--- config.mk ---
export PLATFORM = sky130hd
export DESIGN_NAME = swrd_back
export DESIGN_NICKNAME = d
export VERILOG_FILES = /design/src/hdl/swrd_pkg.sv /design/src/hdl/swrd_back.sv
export SDC_FILE = /design/constraint.sdc
export NUM_CORES = 1
export LEC_CHECK = 0
export ABC_AREA = 1
export ABC_CLOCK_PERIOD_IN_PS = 5950
export BUFFER_PORTS_ARGS = -buffer_cell sky130_fd_sc_hd__buf_4
export CAP_MARGIN = 20
export CORE_UTILIZATION = 45
export DETAILED_ROUTE_END_ITERATION = 7
export PLACE_DENSITY = 0.66
export SETUP_SLACK_MARGIN = 0.02
export SYNTH_ARGS = -nofsm -noshare
export SYNTH_HDL_FRONTEND = slang
export SYNTH_SLANG_ARGS = --single-unit
--- constraint.sdc ---
create_clock -name aclk -period 5.95 [get_ports aclk]
set_clock_uncertainty 0.05 [all_clocks]
set_input_delay 0.2975 -clock aclk [delete_from_list [all_inputs] [get_ports aclk]]
set_output_delay 0.2975 -clock aclk [all_outputs]
set_load 0.005 [all_outputs]
--- src/hdl/swrd_pkg.sv ---
// Shared types and constants for the sliding window range detector.
package swrd_pkg;

    // Configuration register indexes
    localparam logic [1:0] CFG_WINDOW_LENGTH   = 2'd0;
    localparam logic [1:0] CFG_RANGE_THRESHOLD = 2'd1;

    localparam logic [8:0]  WINDOW_LENGTH_RESET   = 9'd256;
    localparam logic [15:0] RANGE_THRESHOLD_RESET = 16'd0;

    // One buffered input beat
    typedef struct packed {
        logic               last_sample;
        logic signed [15:0] sample;
    } item_t;

    // Command from the sequencer to both monotonic queues
    typedef struct packed {
        logic start;
        logic clear;
    } qctl_t;

    // Status from one monotonic queue
    typedef struct packed {
        logic done;
    } qstat_t;

    // Monotonic queue sequencer states
    typedef enum logic [6:0] {
        Q_IDLE     = 7'b0000001,
        Q_EXP_RD   = 7'b0000010,
        Q_EXP_CHK  = 7'b0000100,
        Q_PUSH_RD  = 7'b0001000,
        Q_PUSH_CHK = 7'b0010000,
        Q_HEAD_RD  = 7'b0100000,
        Q_HEAD_WT  = 7'b1000000
    } qstate_t;

    // Back end sequencer states
    typedef enum logic [2:0] {
        B_IDLE = 3'b001,
        B_RUN  = 3'b010,
        B_EMIT = 3'b100
    } bstate_t;

endpackage

--- src/hdl/swrd_back.sv ---
// Back end: drives both queues per sample, checks the window, holds the result.
module swrd_back import swrd_pkg::*; #(
    parameter  int WINDOW_MAX = 256,
    localparam int SLOT_W     = (WINDOW_MAX > 1) ? $clog2(WINDOW_MAX) : 1,
    localparam int AGE_W      = $clog2(WINDOW_MAX + 1)
) (
    input  logic               aclk,
    input  logic               aresetn,
    input  logic               item_valid,
    input  item_t              item,
    output logic               item_pop,
    input  logic [8:0]         window_length,
    input  logic [15:0]        range_threshold,
    output qctl_t              qctl,
    output logic [SLOT_W-1:0]  q_slot,
    output logic signed [15:0] q_value,
    output logic [AGE_W-1:0]   q_len,
    input  qstat_t             max_stat,
    input  qstat_t             min_stat,
    input  logic signed [15:0] max_head,
    input  logic signed [15:0] min_head,
    output logic               m_valid,
    input  logic               m_ready,
    output logic [31:0]        m_start_position,
    output logic               m_none_found
);

    bstate_t            state_reg, state_next;
    logic [SLOT_W-1:0]  slot_reg, slot_next;
    logic [31:0]        count_reg, count_next;
    logic               found_reg, found_next;
    logic               last_reg;
    logic [AGE_W-1:0]   len_reg;
    logic               max_done_reg, min_done_reg;
    logic signed [15:0] hi_reg, lo_reg;
    logic               m_valid_reg, m_valid_next;
    logic [31:0]        start_reg;
    logic               none_reg;

    logic [31:0]        count_inc;
    logic [31:0]        len32;
    logic signed [16:0] span;
    logic               qualify;
    logic               emit_none;
    logic               out_free;
    logic               advance;

    // Window length clamped to 1..WINDOW_MAX
    always_comb begin
        if (window_length == 9'd0) begin
            q_len = AGE_W'(1);
        end else if (32'(window_length) > 32'(WINDOW_MAX)) begin
            q_len = AGE_W'(WINDOW_MAX);
        end else begin
            q_len = AGE_W'(window_length);
        end
    end

    assign q_slot  = slot_reg;
    assign q_value = item.sample;

    // Window check on the updated count
    assign count_inc = (count_reg == 32'hFFFF_FFFF) ? count_reg : count_reg + 32'd1;
    assign len32     = 32'(len_reg);
    assign span      = 17'(hi_reg) - 17'(lo_reg);
    assign qualify   = (count_inc >= len32) && (span <= $signed({1'b0, range_threshold}));
    assign emit_none = last_reg && !found_reg && !qualify;
    assign out_free  = !m_valid_reg || m_ready;
    assign advance   = (state_reg == B_EMIT) && (out_free || !(qualify || emit_none));

    always_comb begin
        state_next   = state_reg;
        slot_next    = slot_reg;
        count_next   = count_reg;
        found_next   = found_reg;
        item_pop     = 1'b0;
        qctl         = '{start: 1'b0, clear: 1'b0};
        m_valid_next = (m_valid_reg && m_ready) ? 1'b0 : m_valid_reg;
        case (state_reg)
            B_IDLE: begin
                if (item_valid) begin
                    item_pop   = 1'b1;
                    qctl.start = 1'b1;
                    state_next = B_RUN;
                end
            end
            B_RUN: begin
                if (max_done_reg && min_done_reg) begin
                    state_next = B_EMIT;
                end
            end
            B_EMIT: begin
                if (advance) begin
                    state_next = B_IDLE;
                    slot_next  = (slot_reg == SLOT_W'(WINDOW_MAX - 1))
                               ? '0 : slot_reg + SLOT_W'(1);
                    count_next = count_inc;
                    found_next = found_reg || qualify;
                    if (qualify || emit_none) begin
                        m_valid_next = 1'b1;
                    end
                    // End of stream: start over
                    if (last_reg) begin
                        qctl.clear = 1'b1;
                        slot_next  = '0;
                        count_next = '0;
                        found_next = 1'b0;
                    end
                end
            end
            default: begin
                state_next = B_IDLE;
            end
        endcase
    end

    always_ff @(posedge aclk) begin
        if (!aresetn) begin
            state_reg    <= B_IDLE;
            slot_reg     <= '0;
            count_reg    <= '0;
            found_reg    <= 1'b0;
            m_valid_reg  <= 1'b0;
            max_done_reg <= 1'b0;
            min_done_reg <= 1'b0;
        end else begin
            state_reg   <= state_next;
            slot_reg    <= slot_next;
            count_reg   <= count_next;
            found_reg   <= found_next;
            m_valid_reg <= m_valid_next;
            if (state_reg == B_IDLE) begin
                max_done_reg <= 1'b0;
                min_done_reg <= 1'b0;
            end else begin
                max_done_reg <= max_done_reg || max_stat.done;
                min_done_reg <= min_done_reg || min_stat.done;
            end
        end
    end

    // Per-sample operands and queue heads
    always_ff @(posedge aclk) begin
        if (item_pop) begin
            last_reg <= item.last_sample;
            len_reg  <= q_len;
        end
        if (max_stat.done) begin
            hi_reg <= max_head;
        end
        if (min_stat.done) begin
            lo_reg <= min_head;
        end
    end

    // Result register
    always_ff @(posedge aclk) begin
        if (advance && (qualify || emit_none)) begin
            start_reg <= qualify ? (count_inc - len32 + 32'd1) : 32'd0;
            none_reg  <= !qualify;
        end
    end

    assign m_valid          = m_valid_reg;
    assign m_start_position = start_reg;
    assign m_none_found     = none_reg;

endmodule

==> metrics.yaml <==
synth_most_common_cell: "nand2_1"
p_leak_nw: 5.61
r2r_cells: 19
numCtsBuffers: 17
initial_core_util_pct: 46.5
routed.top_layer: "met4"
dpl.hpwl_um: 18800
slew_headroom_pct: 30.8
synth_seq_cells: 122
cts_tree: "built"
yosysSeqAreaShare_pct: 33.6
cp_cell_sequence: "ha_1 -> a21oi_1 -> o21ai_0 -> a21oi_1 -> o21ai_0 -> a21boi_0 -> xnor2_1 -> ha_1 -> nand2_1 -> nor2_1 -> a211oi_1 -> nand2_1 -> nand2_1 -> nand2_1 -> nand2_1 -> nand2_2 -> nand2_2 -> nand2_4 -> nand3_1 -> inv_1 -> buf_4"
r2r_end: "m_start_position[25]"
cp-end-kind: "output port"
ant_nets: 0
wl_met3_um: 1470
criticalPathCategory: "register to output port"
hold_buffers: 31
tns_ns: 0
arrival_ns: 4.62
drt_first_pass_iters: 6
timing.fmax_mhz: 201
syn_to_final_growth_pct: 19.9
crit_slowest_cell: "edfxtp_1"
rr_startpoint: "hi_reg[2]"
portBuffers: 117
core-area_um2: 20400
grt_pass1_vias: 8282
crit_path_frequent_cell: "nand2_1"
hp-class: "primary input to register"
place_congestion: 0.906
initialDrtViolationCount: 747
cts_buffer_depth: 2
overflow: 0
htreeDepth: 4
maxCapViolations: 0
hold_path_depth: 1
synth_cells: 1328
synth_area_leaders: "edfxtp_1, nand2_1, ha_1"
required_ns: 5.60
drc: 0
diodes: 0
synth_ff_type: "edfxtp_1"
outcome: "complete, no violations"
die_y_um: 147
cts_setup_buffers: 0
yosysWarnings: 0
hp-start: "max_head[14]"
clock_latency_ns: 0.43
synthDominantCellAreaShare_pct: 23.7
die_width_um: 147
vias_per_cell: 5.05
crit_fanout: 22
synth_largest_area_cell: "edfxtp_1"
wl_met1_um: 11800
io_pins: 150
synthTopCellsByCount: "nand2_1, inv_1, nor2_1, a21oi_1, ha_1"
slowest_delay_ns: 0.37
synth_area_um2: 9490
whs_ns: 0.0105
worst_ir_drop_vdd_mv: 0.161
routedWlPerCell_um: 14.2
vias: 8783
finalHoldViolations: 0
drt-total-wl_um: 24600
antenna_found_initial: 0
clkSlewWorstSetupHoldPaths_ns: 0.06
slew_viol_final: 0
cp-start-kind: "register"
die_area_um2: 21700
hold_path_end: "hi_reg[14]"
min_period_over_period_pct: 83.6
dr_wl_met2_um: 10900
grt_pass1_wl_um: 40300
min_period_ns: 4.97
synth_fp_nets: 1504
ctsResizeCount: 0
worstMarginPinSlew_ns: 1.04
finalSetupViolCount: 0
grt_max_degree: 46
cts_sinks: 122
avgSynthCellArea_um2: 7.15
power_mw: 2.46
r2r_slack_ns: 1.00
cts_root_buf: "clkbuf_16"
drive_gt1_share_pct: 11.9
synth-async-reset-ratio_pct: 0
rsz0062_at_grt: "false"
fp-row-count: 52
synth_cell_types: 45
grt_usage_pct: 23.4
p_per_area_nw_per_um2: 216
nNetsFinal: 1632
synth_edf_count: 75
-- where the power goes --
part / total, mW / internal (mW) / switching, mW
clock: 1.01 / 0.591 / 0.424
combinational: 0.492 / 0.201 / 0.291
sequential: 0.953 / 0.938 / 0.0145
total: 2.46 / 1.73 / 0.729
-- worst max-delay path by stage --
stage / from / slack, ns / endpoint / cells after the start
3_3_place_gp: hi_reg[2] / 1.08 / m_start_position[30] / 19
4_1_cts: hi_reg[2] / 0.96 / qctl[0] / 21
2_1_floorplan: hi_reg[2] / 1.22 / m_none_found / 18
6_report: hi_reg[2] / 0.98 / qctl[0] / 21
3_5_place_dp: hi_reg[2] / 1.03 / m_start_position[30] / 19
5_1_grt: hi_reg[2] / 0.57 / m_start_position[25] / 18
-- routing by layer --
metal | vias to the layer above | GRT usage [%]
met5 | - | 0
met4 | 0 | 6.86
met3 | 32 | 4.16
met2 | 279 | 37.4
met1 | 3983 | 32.3
li1 | 4489 | -
-- logic make-up (layout without fill, tap and decap cells) --
kind of cell             after synthesis  after routing  synth area share [%]
AO/OA/AOI/OAI                        161            161                  9.15
AND/OR/NAND/NOR                      627            627                  27.7
buffers and inverters                274            415                  11.9
flip-flops                           122            122                  33.6
XOR/XNOR                              48             48                  4.59
adder cells (fa/ha/maj)               96             96                  13.1
-- placed cells by master, fill, tap and decap left out, types with 3 or more instances in the layout --
cell type / instances
a21oi_1: 92
buf_4: 121
o21a_1: 3
inv_6: 5
xnor2_1: 10
a21boi_0: 4
o21ai_0: 42
nor2_4: 3
ha_1: 91
dfxtp_1: 47
a31oi_1: 5
fa_1: 5
nor4_1: 10
edfxtp_1: 75
nor2_1: 146
clkinv_4: 3
nand2_1: 334
nand4_1: 15
o21bai_1: 3
nand3_1: 73
nor3_1: 24
inv_1: 229
dlygate4sd3_1: 31
xor2_1: 36
or2_2: 7
a21o_1: 5
nand2_2: 4
clkbuf_16: 19
-- area by class of cell --
type                            instances  area (µm²)
Fill cell                            1984        9050
Multi-Input combinational cell        932        5180
Sequential cell                       122        3190
Timing Repair Buffer                  152        1220
Inverter                              231         867
Clock buffer                           19         475
Tap cell                              270         338
Clock inverter                         13         106
-- critical path, delay by kind of cell (launching register included) --
family                   cells  cell delay (ns)
AND/OR/NAND/NOR             10             1.37
XOR/XNOR                     1             0.16
flip-flops                   1             0.37
adder cells (fa/ha/maj)      2             0.61
buffers and inverters        2             0.18
AO/OA/AOI/OAI                6             1.49
-- per-stage QoR --
step / setup WS [ns] / instance area [µm²] / std cells / util [%]
5_1_grt: 0.571 / 11400 / 1739 / 55.7
6_report: 0.978 / 11400 / 1739 / 55.7
3_3_place_gp: 1.08 / 10500 / 1676 / 51.3
2_1_floorplan: 1.22 / 9490 / 1328 / -
3_5_place_dp: 1.03 / 10500 / 1676 / 51.3
4_1_cts: 0.965 / 11400 / 1739 / 55.7
(Power assumes the default switching activity.)
