<file path="config.mk">
export PLATFORM = sky130hd
export DESIGN_NAME = swrd_front
export DESIGN_NICKNAME = d
export VERILOG_FILES = /design/src/hdl/swrd_pkg.sv /design/src/hdl/swrd_front.sv
export SDC_FILE = /design/constraint.sdc
export NUM_CORES = 1
export LEC_CHECK = 0
export BUFFER_PORTS_ARGS = -buffer_cell sky130_fd_sc_hd__buf_2
export CORE_MARGIN = 2
export CORE_UTILIZATION = 54
export DETAILED_ROUTE_END_ITERATION = 16
export PLACE_DENSITY = 0.84
export SLEW_MARGIN = 10
export SYNTH_ARGS = -nofsm -noshare
export SYNTH_HDL_FRONTEND = slang
export SYNTH_SLANG_ARGS = --single-unit
</file>
<file path="constraint.sdc">
create_clock -name aclk -period 3.85 [get_ports aclk]
set_input_delay 0.77 -clock aclk [delete_from_list [all_inputs] [get_ports aclk]]
set_output_delay 0.77 -clock aclk [all_outputs]
set_load 0.02 [all_outputs]
</file>
<file path="src/hdl/swrd_pkg.sv">
// Shared types and constants for the sliding window range detector.
package swrd_pkg;

    // Configuration register indexes
    localparam logic [1:0] CFG_WINDOW_LENGTH   = 2'd0;
    localparam logic [1:0] CFG_RANGE_THRESHOLD = 2'd1;

    localparam logic [8:0]  WINDOW_LENGTH_RESET   = 9'd256;
    localparam logic [15:0] RANGE_THRESHOLD_RESET = 16'd0;

    // One buffered input beat
    typedef struct packed {
        logic               last_sample;
        logic signed [15:0] sample;
    } item_t;

    // Command from the sequencer to both monotonic queues
    typedef struct packed {
        logic start;
        logic clear;
    } qctl_t;

    // Status from one monotonic queue
    typedef struct packed {
        logic done;
    } qstat_t;

    // Monotonic queue sequencer states
    typedef enum logic [6:0] {
        Q_IDLE     = 7'b0000001,
        Q_EXP_RD   = 7'b0000010,
        Q_EXP_CHK  = 7'b0000100,
        Q_PUSH_RD  = 7'b0001000,
        Q_PUSH_CHK = 7'b0010000,
        Q_HEAD_RD  = 7'b0100000,
        Q_HEAD_WT  = 7'b1000000
    } qstate_t;

    // Back end sequencer states
    typedef enum logic [2:0] {
        B_IDLE = 3'b001,
        B_RUN  = 3'b010,
        B_EMIT = 3'b100
    } bstate_t;

endpackage

</file>
<file path="src/hdl/swrd_front.sv">
// Front end: accepts input beats into a two-entry queue for the back end.
module swrd_front import swrd_pkg::*; (
    input  logic               aclk,
    input  logic               aresetn,
    input  logic               s_valid,
    output logic               s_ready,
    input  logic signed [15:0] s_sample,
    input  logic               s_last_sample,
    output logic               item_valid,
    output item_t              item,
    input  logic               item_pop
);

    item_t       buf_reg [2];
    logic        wr_ptr_reg, wr_ptr_next;
    logic        rd_ptr_reg, rd_ptr_next;
    logic [1:0]  count_reg, count_next;
    logic        push;
    logic        pop;

    assign s_ready    = (count_reg != 2'd2);
    assign item_valid = (count_reg != 2'd0);
    assign item       = buf_reg[rd_ptr_reg];
    assign push       = s_valid && s_ready;
    assign pop        = item_pop && item_valid;

    // Pointer and fill bookkeeping
    always_comb begin
        wr_ptr_next = push ? ~wr_ptr_reg : wr_ptr_reg;
        rd_ptr_next = pop  ? ~rd_ptr_reg : rd_ptr_reg;
        count_next  = count_reg;
        if (push && !pop) begin
            count_next = count_reg + 2'd1;
        end else if (pop && !push) begin
            count_next = count_reg - 2'd1;
        end
    end

    always_ff @(posedge aclk) begin
        if (!aresetn) begin
            wr_ptr_reg <= 1'b0;
            rd_ptr_reg <= 1'b0;
            count_reg  <= 2'd0;
        end else begin
            wr_ptr_reg <= wr_ptr_next;
            rd_ptr_reg <= rd_ptr_next;
            count_reg  <= count_next;
        end
    end

    // Payload storage, no reset
    always_ff @(posedge aclk) begin
        if (push) begin
            buf_reg[wr_ptr_reg] <= '{last_sample: s_last_sample, sample: s_sample};
        end
    end

endmodule

</file>
==> results of run 1 <==
worst max-delay path, stage by stage, from the launching register on:
cell                      delay [ps]
sky130_fd_sc_hd__dfxtp_1         810
sky130_fd_sc_hd__mux2_2          420
sky130_fd_sc_hd__buf_2           160
area by class of cell:
class / count / area, µm²
clock inverter: 2 / 35.0
timing repair buffer: 39 / 195
clock buffer: 6 / 51.3
multi-input combinational: 35 / 330
fill: 172 / 748
sequential: 39 / 1120
inverter: 1 / 3.75
tap: 30 / 37.5
cell families after synthesis:
kind of cell | Yosys count
and+or+nand+nor | 9
muxes | 17
adders and majority gates | 1
DFF | 39
xor gates and xnor gates | 3
buffers and inverters | 3
AOI/OAI and AO/OA | 5
power by group through the flow:
stage / registers, µW / clock network (µW) / logic (µW)
final: 580 / 284 / 339
after global routing: 591 / 306 / 363
after CTS: 583 / 287 / 344
after detailed placement: 592 / 0 / 342
after global placement: 587 / 0 / 334
after floorplan: 560 / 0 / 274
worst min-delay path by stage:
stage / slack [ps] / endpoint / cells past startpoint / from
finish: 580 / wr_ptr_reg$_SDFFE_PN0P_ / 2 / wr_ptr_reg$_SDFFE_PN0P_
global route: 580 / buf_reg[0][3]$_DFFE_PP_ / 1 / s_sample[3]
CTS: 590 / wr_ptr_reg$_SDFFE_PN0P_ / 2 / wr_ptr_reg$_SDFFE_PN0P_
detailed placement: 570 / flop / 2 / rd_ptr_reg$_SDFFE_PN0P_
global placement: 530 / count_reg[1]$_SDFFE_PN0P_ / 2 / count_reg[1]$_SDFFE_PN0P_
floorplan: 510 / count_reg[1]$_SDFFE_PN0P_ / 2 / count_reg[1]$_SDFFE_PN0P_
stage by stage:
step	std cells	instance area, µm²	hold WS, ps
floorplan	77	1470	512
global placement	144	1690	534
detailed placement	144	1690	567
CTS	152	1770	586
global route	152	1770	577
finish	152	1770	583
per-layer routing:
metal	global-route usage [%]	wire (µm)
met1	19.3	997
met2	24.0	1060
met3	7.21	154
met4	6.12	38
met5	0	0
placed cells by master, fill, tap and decap left out:
| cell | netlist | routed |
|---|---|---|
| sky130_fd_sc_hd__xor2_1 | 1 | 1 |
| sky130_fd_sc_hd__o21ai_1 | 1 | 1 |
| sky130_fd_sc_hd__a21bo_2 | 1 | 1 |
| sky130_fd_sc_hd__dfxtp_1 | 5 | 5 |
| sky130_fd_sc_hd__clkbuf_4 | 0 | 5 |
| sky130_fd_sc_hd__and2_1 | 4 | 4 |
| sky130_fd_sc_hd__ha_1 | 1 | 1 |
| sky130_fd_sc_hd__clkinv_2 | 0 | 1 |
| sky130_fd_sc_hd__a21boi_1 | 1 | 1 |
| sky130_fd_sc_hd__xnor2_1 | 2 | 2 |
| sky130_fd_sc_hd__nand3b_1 | 1 | 1 |
| sky130_fd_sc_hd__inv_1 | 1 | 1 |
| sky130_fd_sc_hd__bufinv_16 | 0 | 1 |
| sky130_fd_sc_hd__clkbuf_8 | 0 | 1 |
| sky130_fd_sc_hd__or2_2 | 1 | 1 |
| sky130_fd_sc_hd__o21ai_0 | 1 | 1 |
| sky130_fd_sc_hd__or3_1 | 1 | 1 |
| sky130_fd_sc_hd__a21boi_0 | 1 | 1 |
| sky130_fd_sc_hd__mux2_2 | 17 | 17 |
| sky130_fd_sc_hd__edfxtp_1 | 34 | 34 |
| sky130_fd_sc_hd__and3_1 | 1 | 1 |
| sky130_fd_sc_hd__nand2b_4 | 1 | 1 |
| sky130_fd_sc_hd__buf_2 | 1 | 39 |
==> impl_results.md, run 1 <==
- Run status: finished, final reports clean
- Routed Wire Length: 2250 µm
- Most frequently used flop master after synthesis: sky130_fd_sc_hd__edfxtp_1
- Register bit total from synthesis: 39
- Post-synthesis net count: 99
- Count of synthesis-stage warnings from yosys: 0
- List of most frequent post-synthesis cells: sky130_fd_sc_hd__edfxtp_1, sky130_fd_sc_hd__mux2_2, sky130_fd_sc_hd__dfxtp_1, sky130_fd_sc_hd__and2_1, sky130_fd_sc_hd__xnor2_1
- Clock buffer count from CTS: 5
- Power density of the placed cells: 678 nW/µm²
- Overall die width: 56.1 µm
- Total net switching power: 361 µW
- Setup repair after global routing missed its margin: no
- Top-count cell post-synth: sky130_fd_sc_hd__edfxtp_1
- Fraction of synthesized area in multiplexers: 13.0%
- Final min period: 2500 ps
- Worst path arrival time: 1730 ps
- Area share of the leading cell type in the synthesized netlist: 69.6%
- Synth area leaders: sky130_fd_sc_hd__edfxtp_1, sky130_fd_sc_hd__mux2_2, sky130_fd_sc_hd__dfxtp_1
- Average cell area after synthesis: 19.1 µm²
- Actual slew at the worst max-slew pin: 767 ps
- Max Transition Viols Final: 0
- Reg power frac: 48.2%
- I/O pin cnt: 40
- PortBufs: 39
- Die Ht: 56.1 µm
- Area delta synth->final: 20.9%
- Post-synth EDFFs: 34
- Number of cells on the worst reg-to-reg path: 5
- Hold Path Class: flop to flop
- Via count: 779
- Internal portion of total power: 842 µW
- Netlist cell types: 20
- Max cap viols: 0
- Post-cts sizing count: 0
- Maximum fanout along the worst path: 17
- GR Overflow Total: 0
- Share of synthesized cell area in full adder, half adder and majority cells: 0.853%
- Placement row count: 18
- Iteration count of the initial detailed-routing pass: 4
- TritonCTS clock tree: done
- Final clock skew: 15.4 ps
- Cells after Synth: 77
- Type of destination of the critical path: output port
- Async set-or-reset flop fraction in the synthesized netlist: 0%
- Number of nets in the layout: 143
- Switching share of total power: 30.0%
- Clock tree root buffer cell: sky130_fd_sc_hd__clkbuf_4
- Utilization after layout: 70.3%
- Xor/xnor share of the synthesized area: 1.79%
- Final setup violation count: 0
- Synth Area in Compound Gates: 2.39%
- Share of total power in the clock network: 23.6%
- Number of global-route vias before repair: 758
- Hold_buf cts: 0
- Antenna violations before repair: 0
- Clock slew at reported path FFs: 100 ps
- Max VDD drop: 0.485 mV
- FMAX: 0.400 GHz
- Pin count of the biggest net entering global routing: 18
- Number of setup buffers added after CTS: 0
- Ratio of cells with drive above 1 in the final layout: 54.9%
- Hold Fails Final Rpt: 0
- Data required time of the critical path: 3080 ps
- Placeable core area: 2520 µm²
- HPWL after detailed placement: 1540 µm
- Average wire length per cell after detail routing: 14.8 µm
- End of the critical path: item[11]
- Count of antenna-violating nets left after detailed routing: 0
- Number of flip-flops under the largest register name: 34
- Placer Congestion: 0.699
- Startpoint types: flop
- Wire length of the first global-routing pass: 3570 µm
- Area enclosed by the die boundary: 3150 µm²
- CTS Buffer Depth: 2
- Cell taking the most area after synthesis: sky130_fd_sc_hd__edfxtp_1
- Kind of critical path: flop to output port
- Combinational power share: 28.2%
- Max transition margin: 48.8%
- Skew-Pair Late Insertion Delay: 350 ps
- Final setup TNS: 0 ps
- Combinational family with the most area after synthesis: multiplexers
- Setup slack at placement: 1680 ps
- Final Worst Setup Slack: 1350 ps
- R2R Path Start: count_reg[0]$_SDFFE_PN0P_
- Worst-case register-to-register setup slack: 2200 ps
- Lkg Pwr: 0.000686 µW
- Starting density of the core: 58.2%
- Count of unresolved DRC violations after routing: 0
- Period utilisation layout: 65.0%
- Deepest level of the CTS H-tree: 2
- Via density per instance: 5.13
- Area of the mapped netlist: 1470 µm²
- Global-route usage over all layers: 15.7%
- First DRT Iteration DRCs: 17
- Share of synthesized area occupied by flip-flops and latches: 76.4%
- Number of diodes: 0
- Power, Total: 1200 µW
- CTS sink cnt: 39
- Post-Synth Simple-Gate Area: 4.43%
- Reg-to-Reg End: count_reg[1]$_SDFFE_PN0P_
No activity file was read; power rests on OpenSTA's default activity.
==> run 2, diff against run 1 <==
- ABC_AREA: not set -> 1
- CORE_UTILIZATION: 54 -> 51
- PLACE_DENSITY: 0.84 -> 0.8
- clock period: 3.85 -> 2.55 ns (I/O delays scaled with it)
==> impl_results.md, run 2 <==
- Count of antenna-violating nets left after detailed routing: 0 (unchanged)
- Final setup TNS: 0 ps (unchanged)
- Cells after Synth: 90 (+17%)
- Max VDD drop: 0.671 mV (+38%)
- HPWL after detailed placement: 1800 µm (+17%)
- Period utilisation layout: 80.8%
- Setup slack at placement: 832 ps (-846 ps)
- Type of destination of the critical path: output port
- Area enclosed by the die boundary: 3440 µm² (+9.0%)
- Met3 capacity usage during global routing: 6.59% (-0.62 points)
- Max transition margin: 84.2% (+35 points)
- Iteration count of the initial detailed-routing pass: 10 (+6)
- Hold_buf cts: 0 (unchanged)
- Average cell area after synthesis: 16.9 µm² (-11%)
- Final min period: 2060 ps
- Starting density of the core: 54.2% (-3.9 points)
- Netlist cell types: 16 (-20%)
- Clock tree root buffer cell: sky130_fd_sc_hd__clkbuf_4
- Global-route usage over all layers: 15.4% (-0.21 points)
- Via density per instance: 5.11 (-0.39%)
- Run status: complete, but fails checks
- Placeable core area: 2810 µm² (+11%)
- I/O pin cnt: 40 (unchanged)
- Deepest level of the CTS H-tree: 2 (unchanged)
- First DRT Iteration DRCs: 27 (+10)
- CTS Buffer Depth: 2 (unchanged)
- Clock slew at reported path FFs: 100 ps (about the same)
- Skew-Pair Late Insertion Delay: 330 ps (-20 ps)
- Most common cell after layout, fill and taps aside: sky130_fd_sc_hd__buf_2
- Combinational family with the most area after synthesis: multiplexers
- Share of synthesized area occupied by flip-flops and latches: 73.7% (-2.7 points)
- Pin count of the biggest net entering global routing: 16 (-2)
- Synth Area in Compound Gates: 1.48% (-0.91 points)
- Placer Congestion: 0.685 (-1.9%)
- Worst path arrival time: 1550 ps (-180 ps)
- Wire length of the first global-routing pass: 3730 µm (+4.3%)
- Most crowded layer after global routing: met2
- Power density of the placed cells: 941 nW/µm² (+39%)
- Utilization after layout: 64.5% (-5.8 points)
- Actual slew at the worst max-slew pin: 234 ps (-533 ps)
- Lkg Pwr: 0.000750 µW (+9.3%)
- Max cap viols: 0 (unchanged)
- Cell taking the most area after synthesis: sky130_fd_sc_hd__edfxtp_1
- Antenna violations before repair: 0 (unchanged)
- Ratio of cells with drive above 1 in the final layout: 47.9% (-7.1 points)
- Area of the mapped netlist: 1520 µm² (+3.7%)
- Area delta synth->final: 19.0%
- Post-synthesis net count: 112 (+13%)
- CTS sink cnt: 39 (unchanged)
- Sequential Area: 1120 µm² (unchanged)
- Average wire length per cell after detail routing: 13.8 µm (-6.6%)
- Xor/xnor share of the synthesized area: 0% (-1.8 points)
- Fill cell total of the finished layout: 237 (+38%)
- Final setup violation count: 0 (unchanged)
- Hold Fails Final Rpt: 0 (unchanged)
- Synth area leaders: sky130_fd_sc_hd__edfxtp_1, sky130_fd_sc_hd__mux2_4, sky130_fd_sc_hd__dfxtp_1
- PortBufs: 39 (unchanged)
- Number of global-route vias before repair: 895 (+18%)
- Maximum fanout along the worst path: 15 (-2)
- Count of synthesis-stage warnings from yosys: 0 (unchanged)
- Violated checks: DRC
- Clock buffer count from CTS: 5 (unchanged)
- Global-route track usage on met2: 27.6% (+3.6 points)
- Share of synthesized cell area in full adder, half adder and majority cells: 0.822% (-0.030 points)
- Global routing usage on met1: 15.6% (-3.8 points)
- Number of nets in the layout: 161 (+13%)
- Kind of critical path: flop to output port
- Overall die width: 58.6 µm (+4.4%)
- Post-cts sizing count: 0 (unchanged)
- FMAX: 0.485 GHz
- Final clock skew: 7.42 ps (-7.96 ps)
- Count of unresolved DRC violations after routing: 4 (+4)
- Max Transition Viols Final: 0 (unchanged)
- GR Overflow Total: 0 (unchanged)
- Routed Wire Length: 2360 µm (+5.0%)
- Number of setup buffers added after CTS: 0 (unchanged)
- Final Worst Setup Slack: 489 ps (-858 ps)
- Via count: 873 (+12%)
- Number of diodes: 0 (unchanged)
- Data required time of the critical path: 2040 ps (-1040 ps)
- Placement row count: 19 (+1)
- Area share of the leading cell type in the synthesized netlist: 67.1% (-2.5 points)
- Register bit total from synthesis: 39 (unchanged)
- Post-Synth Simple-Gate Area: 4.93% (+0.50 points)
- Number of flip-flops under the largest register name: 34 (unchanged)
- Top-count cell post-synth: sky130_fd_sc_hd__edfxtp_1
- Post-synth EDFFs: 34 (unchanged)
- Setup repair after global routing missed its margin: no
- List of most frequent post-synthesis cells: sky130_fd_sc_hd__edfxtp_1, sky130_fd_sc_hd__mux2_4, sky130_fd_sc_hd__nand2_1, sky130_fd_sc_hd__nor2_1
- Hold Path Class: input port to flop
- Async set-or-reset flop fraction in the synthesized netlist: 0% (unchanged)
- Most used cells in the layout excluding fill and tap cells: sky130_fd_sc_hd__buf_2, sky130_fd_sc_hd__edfxtp_1, sky130_fd_sc_hd__mux2_4
- Startpoint types: flop
- Die Ht: 58.6 µm (+4.4%)
- Multi-input combinational cell area: 339 µm² (+2.7%)
- TritonCTS clock tree: done
- Most frequently used flop master after synthesis: sky130_fd_sc_hd__edfxtp_1
- Fraction of synthesized area in multiplexers: 15.0% (+2.0 points)
## run 2: critical path, stage by stage, from the launching register on
cell                      delay (ps)
sky130_fd_sc_hd__dfxtp_1         410
sky130_fd_sc_hd__buf_4           290
sky130_fd_sc_hd__mux2_2          370
sky130_fd_sc_hd__buf_2           160
## run 2: metrics by stage
stage / area [µm²] / hold WS [ps] / instances / total power (µW)
5_1_grt: 1810 / 336 / 171 / 1800
4_1_cts: 1810 / 345 / 171 / 1730
3_5_place_dp: 1760 / 498 / 163 / 1450
3_3_place_gp: 1760 / 479 / 163 / 1420
2_1_floorplan: 1520 / 467 / 90 / 1290
6_report: 1810 / 361 / 171 / 1700
## run 2: path summary, 6_finish.rpt
kind | startpoint | endpoint | slack, ps | cells after the start
setup / recovery | flop | item[16] | 490 | 3
setup reg to reg | count_reg[0]$_SDFFE_PN0P_ | count_reg[1]$_SDFFE_PN0P_ | 1090 | 10
hold / removal | s_sample[5] | buf_reg[0][5]$_DFFE_PP_ | 360 | 1
hold reg to reg | wr_ptr_reg$_SDFFE_PN0P_ | wr_ptr_reg$_SDFFE_PN0P_ | 520 | 2
## run 2: logic make-up after synthesis
group                      after synthesis
DFF                                     39
muxes                                   17
buffers and inverters                   10
AOI/OAI and AO/OA                        4
and+or+nand+nor                         19
adders and majority gates                1
## run 2: cell type report
type,instances,share of cell area (%)
well taps,31,2.14
clock inverters,2,0.415
clock buffers,6,2.28
multi-input cells,41,18.7
flip-flops and latches,39,61.9
inverters,8,1.66
repair buffers,44,12.9
## run 2: routing by layer
metal,routed length [µm],vias to the layer above
met5,0,-
met4,49,0
met3,231,6
met2,1230,37
met1,846,405
li1,-,425
## run 2: where the power goes
group          switching, µW  internal (µW)
Sequential              40.6            809
Clock                    175            102
Combinational            333            243
Total                    549           1150
==> run 3, diff against run 2 <==
- CORE_UTILIZATION: 51 -> 46
- PLACE_DENSITY: 0.8 -> 0.76
- clock period: 2.55 -> 1.8 ns (I/O delays scaled with it)
==> impl_results.md, run 3 (synthesized netlist as in run 2, its figures left out) <==
- Area enclosed by the die boundary: 3780 µm² (+10%)
- Max cap viols: 0 (unchanged)
- Combinational power share: 34.9% (+1.1 points)
- Worst path arrival time: 1370 ps (-180 ps)
- I/O pin cnt: 40 (unchanged)
- HPWL after detailed placement: 1650 µm (-8.3%)
- Type of destination of the critical path: output port
- Final min period: 1730 ps
- Most used cells in the layout excluding fill and tap cells: sky130_fd_sc_hd__buf_2, sky130_fd_sc_hd__edfxtp_1, sky130_fd_sc_hd__mux2_4
- Placement row count: 20 (+1)
- Hold Fails Final Rpt: 0 (unchanged)
- Power density of the placed cells: 1320 nW/µm² (+40%)
- Max transition margin: 88.6% (+4.4 points)
- Area delta synth->final: 23.0%
- Number of flip-flops under the largest register name: 34 (unchanged)
- Run status: finished, final reports clean
- Max VDD drop: 0.937 mV (+40%)
- Setup repair after global routing missed its margin: no
- Final Worst Setup Slack: 68.9 ps (-420 ps)
- Count of unresolved DRC violations after routing: 0 (-4)
- Hold Path Class: input port to flop
- Reg power frac: 48.8% (-1.1 points)
- CTS Buffer Depth: 2 (unchanged)
- Number of nets in the layout: 163 (+1.2%)
- Overall die width: 61.5 µm (+4.9%)
- Antenna violations before repair: 0 (unchanged)
- Most crowded layer after global routing: met2
- Global-route track usage on met2: 20.0% (-7.6 points)
- Placer Congestion: 0.680 (-0.76%)
- Power, Total: 2470 µW (+45%)
- Data required time of the critical path: 1440 ps (-600 ps)
- Via density per instance: 4.56 (-11%)
- Final setup violation count: 0 (unchanged)
- Via count: 849 (-2.7%)
- Instance area after placement: 1790 µm² (+1.3%)
- Clock buffer count from CTS: 5 (unchanged)
- Count of antenna-violating nets left after detailed routing: 0 (unchanged)
- Iteration count of the initial detailed-routing pass: 2 (-8)
- Number of setup buffers added after CTS: 0 (unchanged)
- Number of cells in the design after placement: 177 (+8.6%)
- Routed Wire Length: 2320 µm (-1.7%)
- TritonCTS clock tree: done
- Clock tree root buffer cell: sky130_fd_sc_hd__clkbuf_4
- Deepest level of the CTS H-tree: 2 (unchanged)
- Ratio of cells with drive above 1 in the final layout: 50.0% (+2.1 points)
- Number of global-route vias before repair: 794 (-11%)
- Clock slew at reported path FFs: 100 ps (about the same)
- Global-route usage over all layers: 13.1% (-2.4 points)
- FMAX: 0.578 GHz
- Period utilisation layout: 96.2%
- Wire length of the first global-routing pass: 3300 µm (-11%)
- Post-layout instance area: 1870 µm² (+3.4%)
- Setup slack at placement: 372 ps (-461 ps)
- Share of total power in the clock network: 16.3% (about the same)
- Hold_buf cts: 0 (unchanged)
- Lkg Pwr: 0.000771 µW (+2.8%)
- Pin count of the biggest net entering global routing: 12 (-4)
- Starting density of the core: 49.0% (-5.2 points)
- Internal portion of total power: 1690 µW (+46%)
- Number of diodes: 0 (unchanged)
- Die Ht: 61.5 µm (+4.9%)
- First DRT Iteration DRCs: 27 (unchanged)
- Actual slew at the worst max-slew pin: 169 ps (-64.6 ps)
- Skew-Pair Late Insertion Delay: 330 ps (about the same)
- Startpoint types: flop
- Switching share of total power: 31.6% (-0.62 points)
- Max Transition Viols Final: 0 (unchanged)
- Final clock skew: 6.79 ps (-0.626 ps)
- PortBufs: 39 (unchanged)
- Kind of critical path: flop to output port
- Global routing usage on met1: 14.8% (-0.80 points)
- Total net switching power: 781 µW (+42%)
- Placeable core area: 3100 µm² (+11%)
- Finished Layout Cells: 186 (+8.8%)
- Maximum fanout along the worst path: 6 (-9)
- Average wire length per cell after detail routing: 12.5 µm (-9.6%)
- GR Overflow Total: 0 (unchanged)
- Met3 capacity usage during global routing: 6.09% (-0.50 points)
- Most common cell after layout, fill and taps aside: sky130_fd_sc_hd__buf_2
- CTS sink cnt: 39 (unchanged)
[run 3: layout make-up]
| cell class | count | area [µm²] |
|---|---|---|
| multi-input cells | 41 | 339 |
| fillers | 264 | 1230 |
| clock inverters | 1 | 5.00 |
| clock buffers | 7 | 45.0 |
| flip-flops and latches | 39 | 1120 |
| inverters | 8 | 30.0 |
| well taps | 44 | 55.1 |
| repair buffers | 46 | 273 |
[run 3: timing repair]
| item | in CTS | in global routing |
|---|---|---|
| endpoints found under the hold margin | 0 | 0 |
| endpoints found under the setup margin | 1 | 1 |
| gates cloned | 0 | 1 |
| resized for setup | 1 | 3 |
[run 3: final timing paths]
check                                          startpoint  slack [ps]  cells after the start                        end
worst min-delay path                         s_sample[10]         210                      1   buf_reg[0][10]$_DFFE_PP_
worst max register to register  count_reg[0]$_SDFFE_PN0P_         390                     10  count_reg[1]$_SDFFE_PN0P_
worst min register to register    rd_ptr_reg$_SDFFE_PN0P_         510                      2                       flop
worst max-delay path                                 flop          70                      3                   item[15]
[run 3: critical path, stage by stage (launching register included)]
cell and delay [ps]:
sky130_fd_sc_hd__dfxtp_4 390, sky130_fd_sc_hd__buf_4 160, sky130_fd_sc_hd__mux2_2 340, sky130_fd_sc_hd__buf_2 160
[run 3: layer usage]
layer,up-vias,wire length [µm]
met1,393,955
met5,-,0
met2,28,1140
met3,4,175
met4,0,55
li1,424,-
[run 3: power by group through the flow]
stage / Clock, µW / Sequential [µW] / Combinational (µW)
detailed placement: 0 / 1220 / 831
global placement: 0 / 1210 / 810
finish: 403 / 1210 / 862
CTS: 423 / 1200 / 839
floorplan: 0 / 1210 / 619
global route: 467 / 1220 / 941
[run 3: per-stage QoR]
stage                     TNS (ps)  hold slack (ps)  utilization, %
after global placement           0              481            57.5
after global routing             0              183            60.3
final                            0              211            60.3
after CTS                        0              189            59.3
after floorplan              -1430              459               -
after detailed placement         0              509            57.5
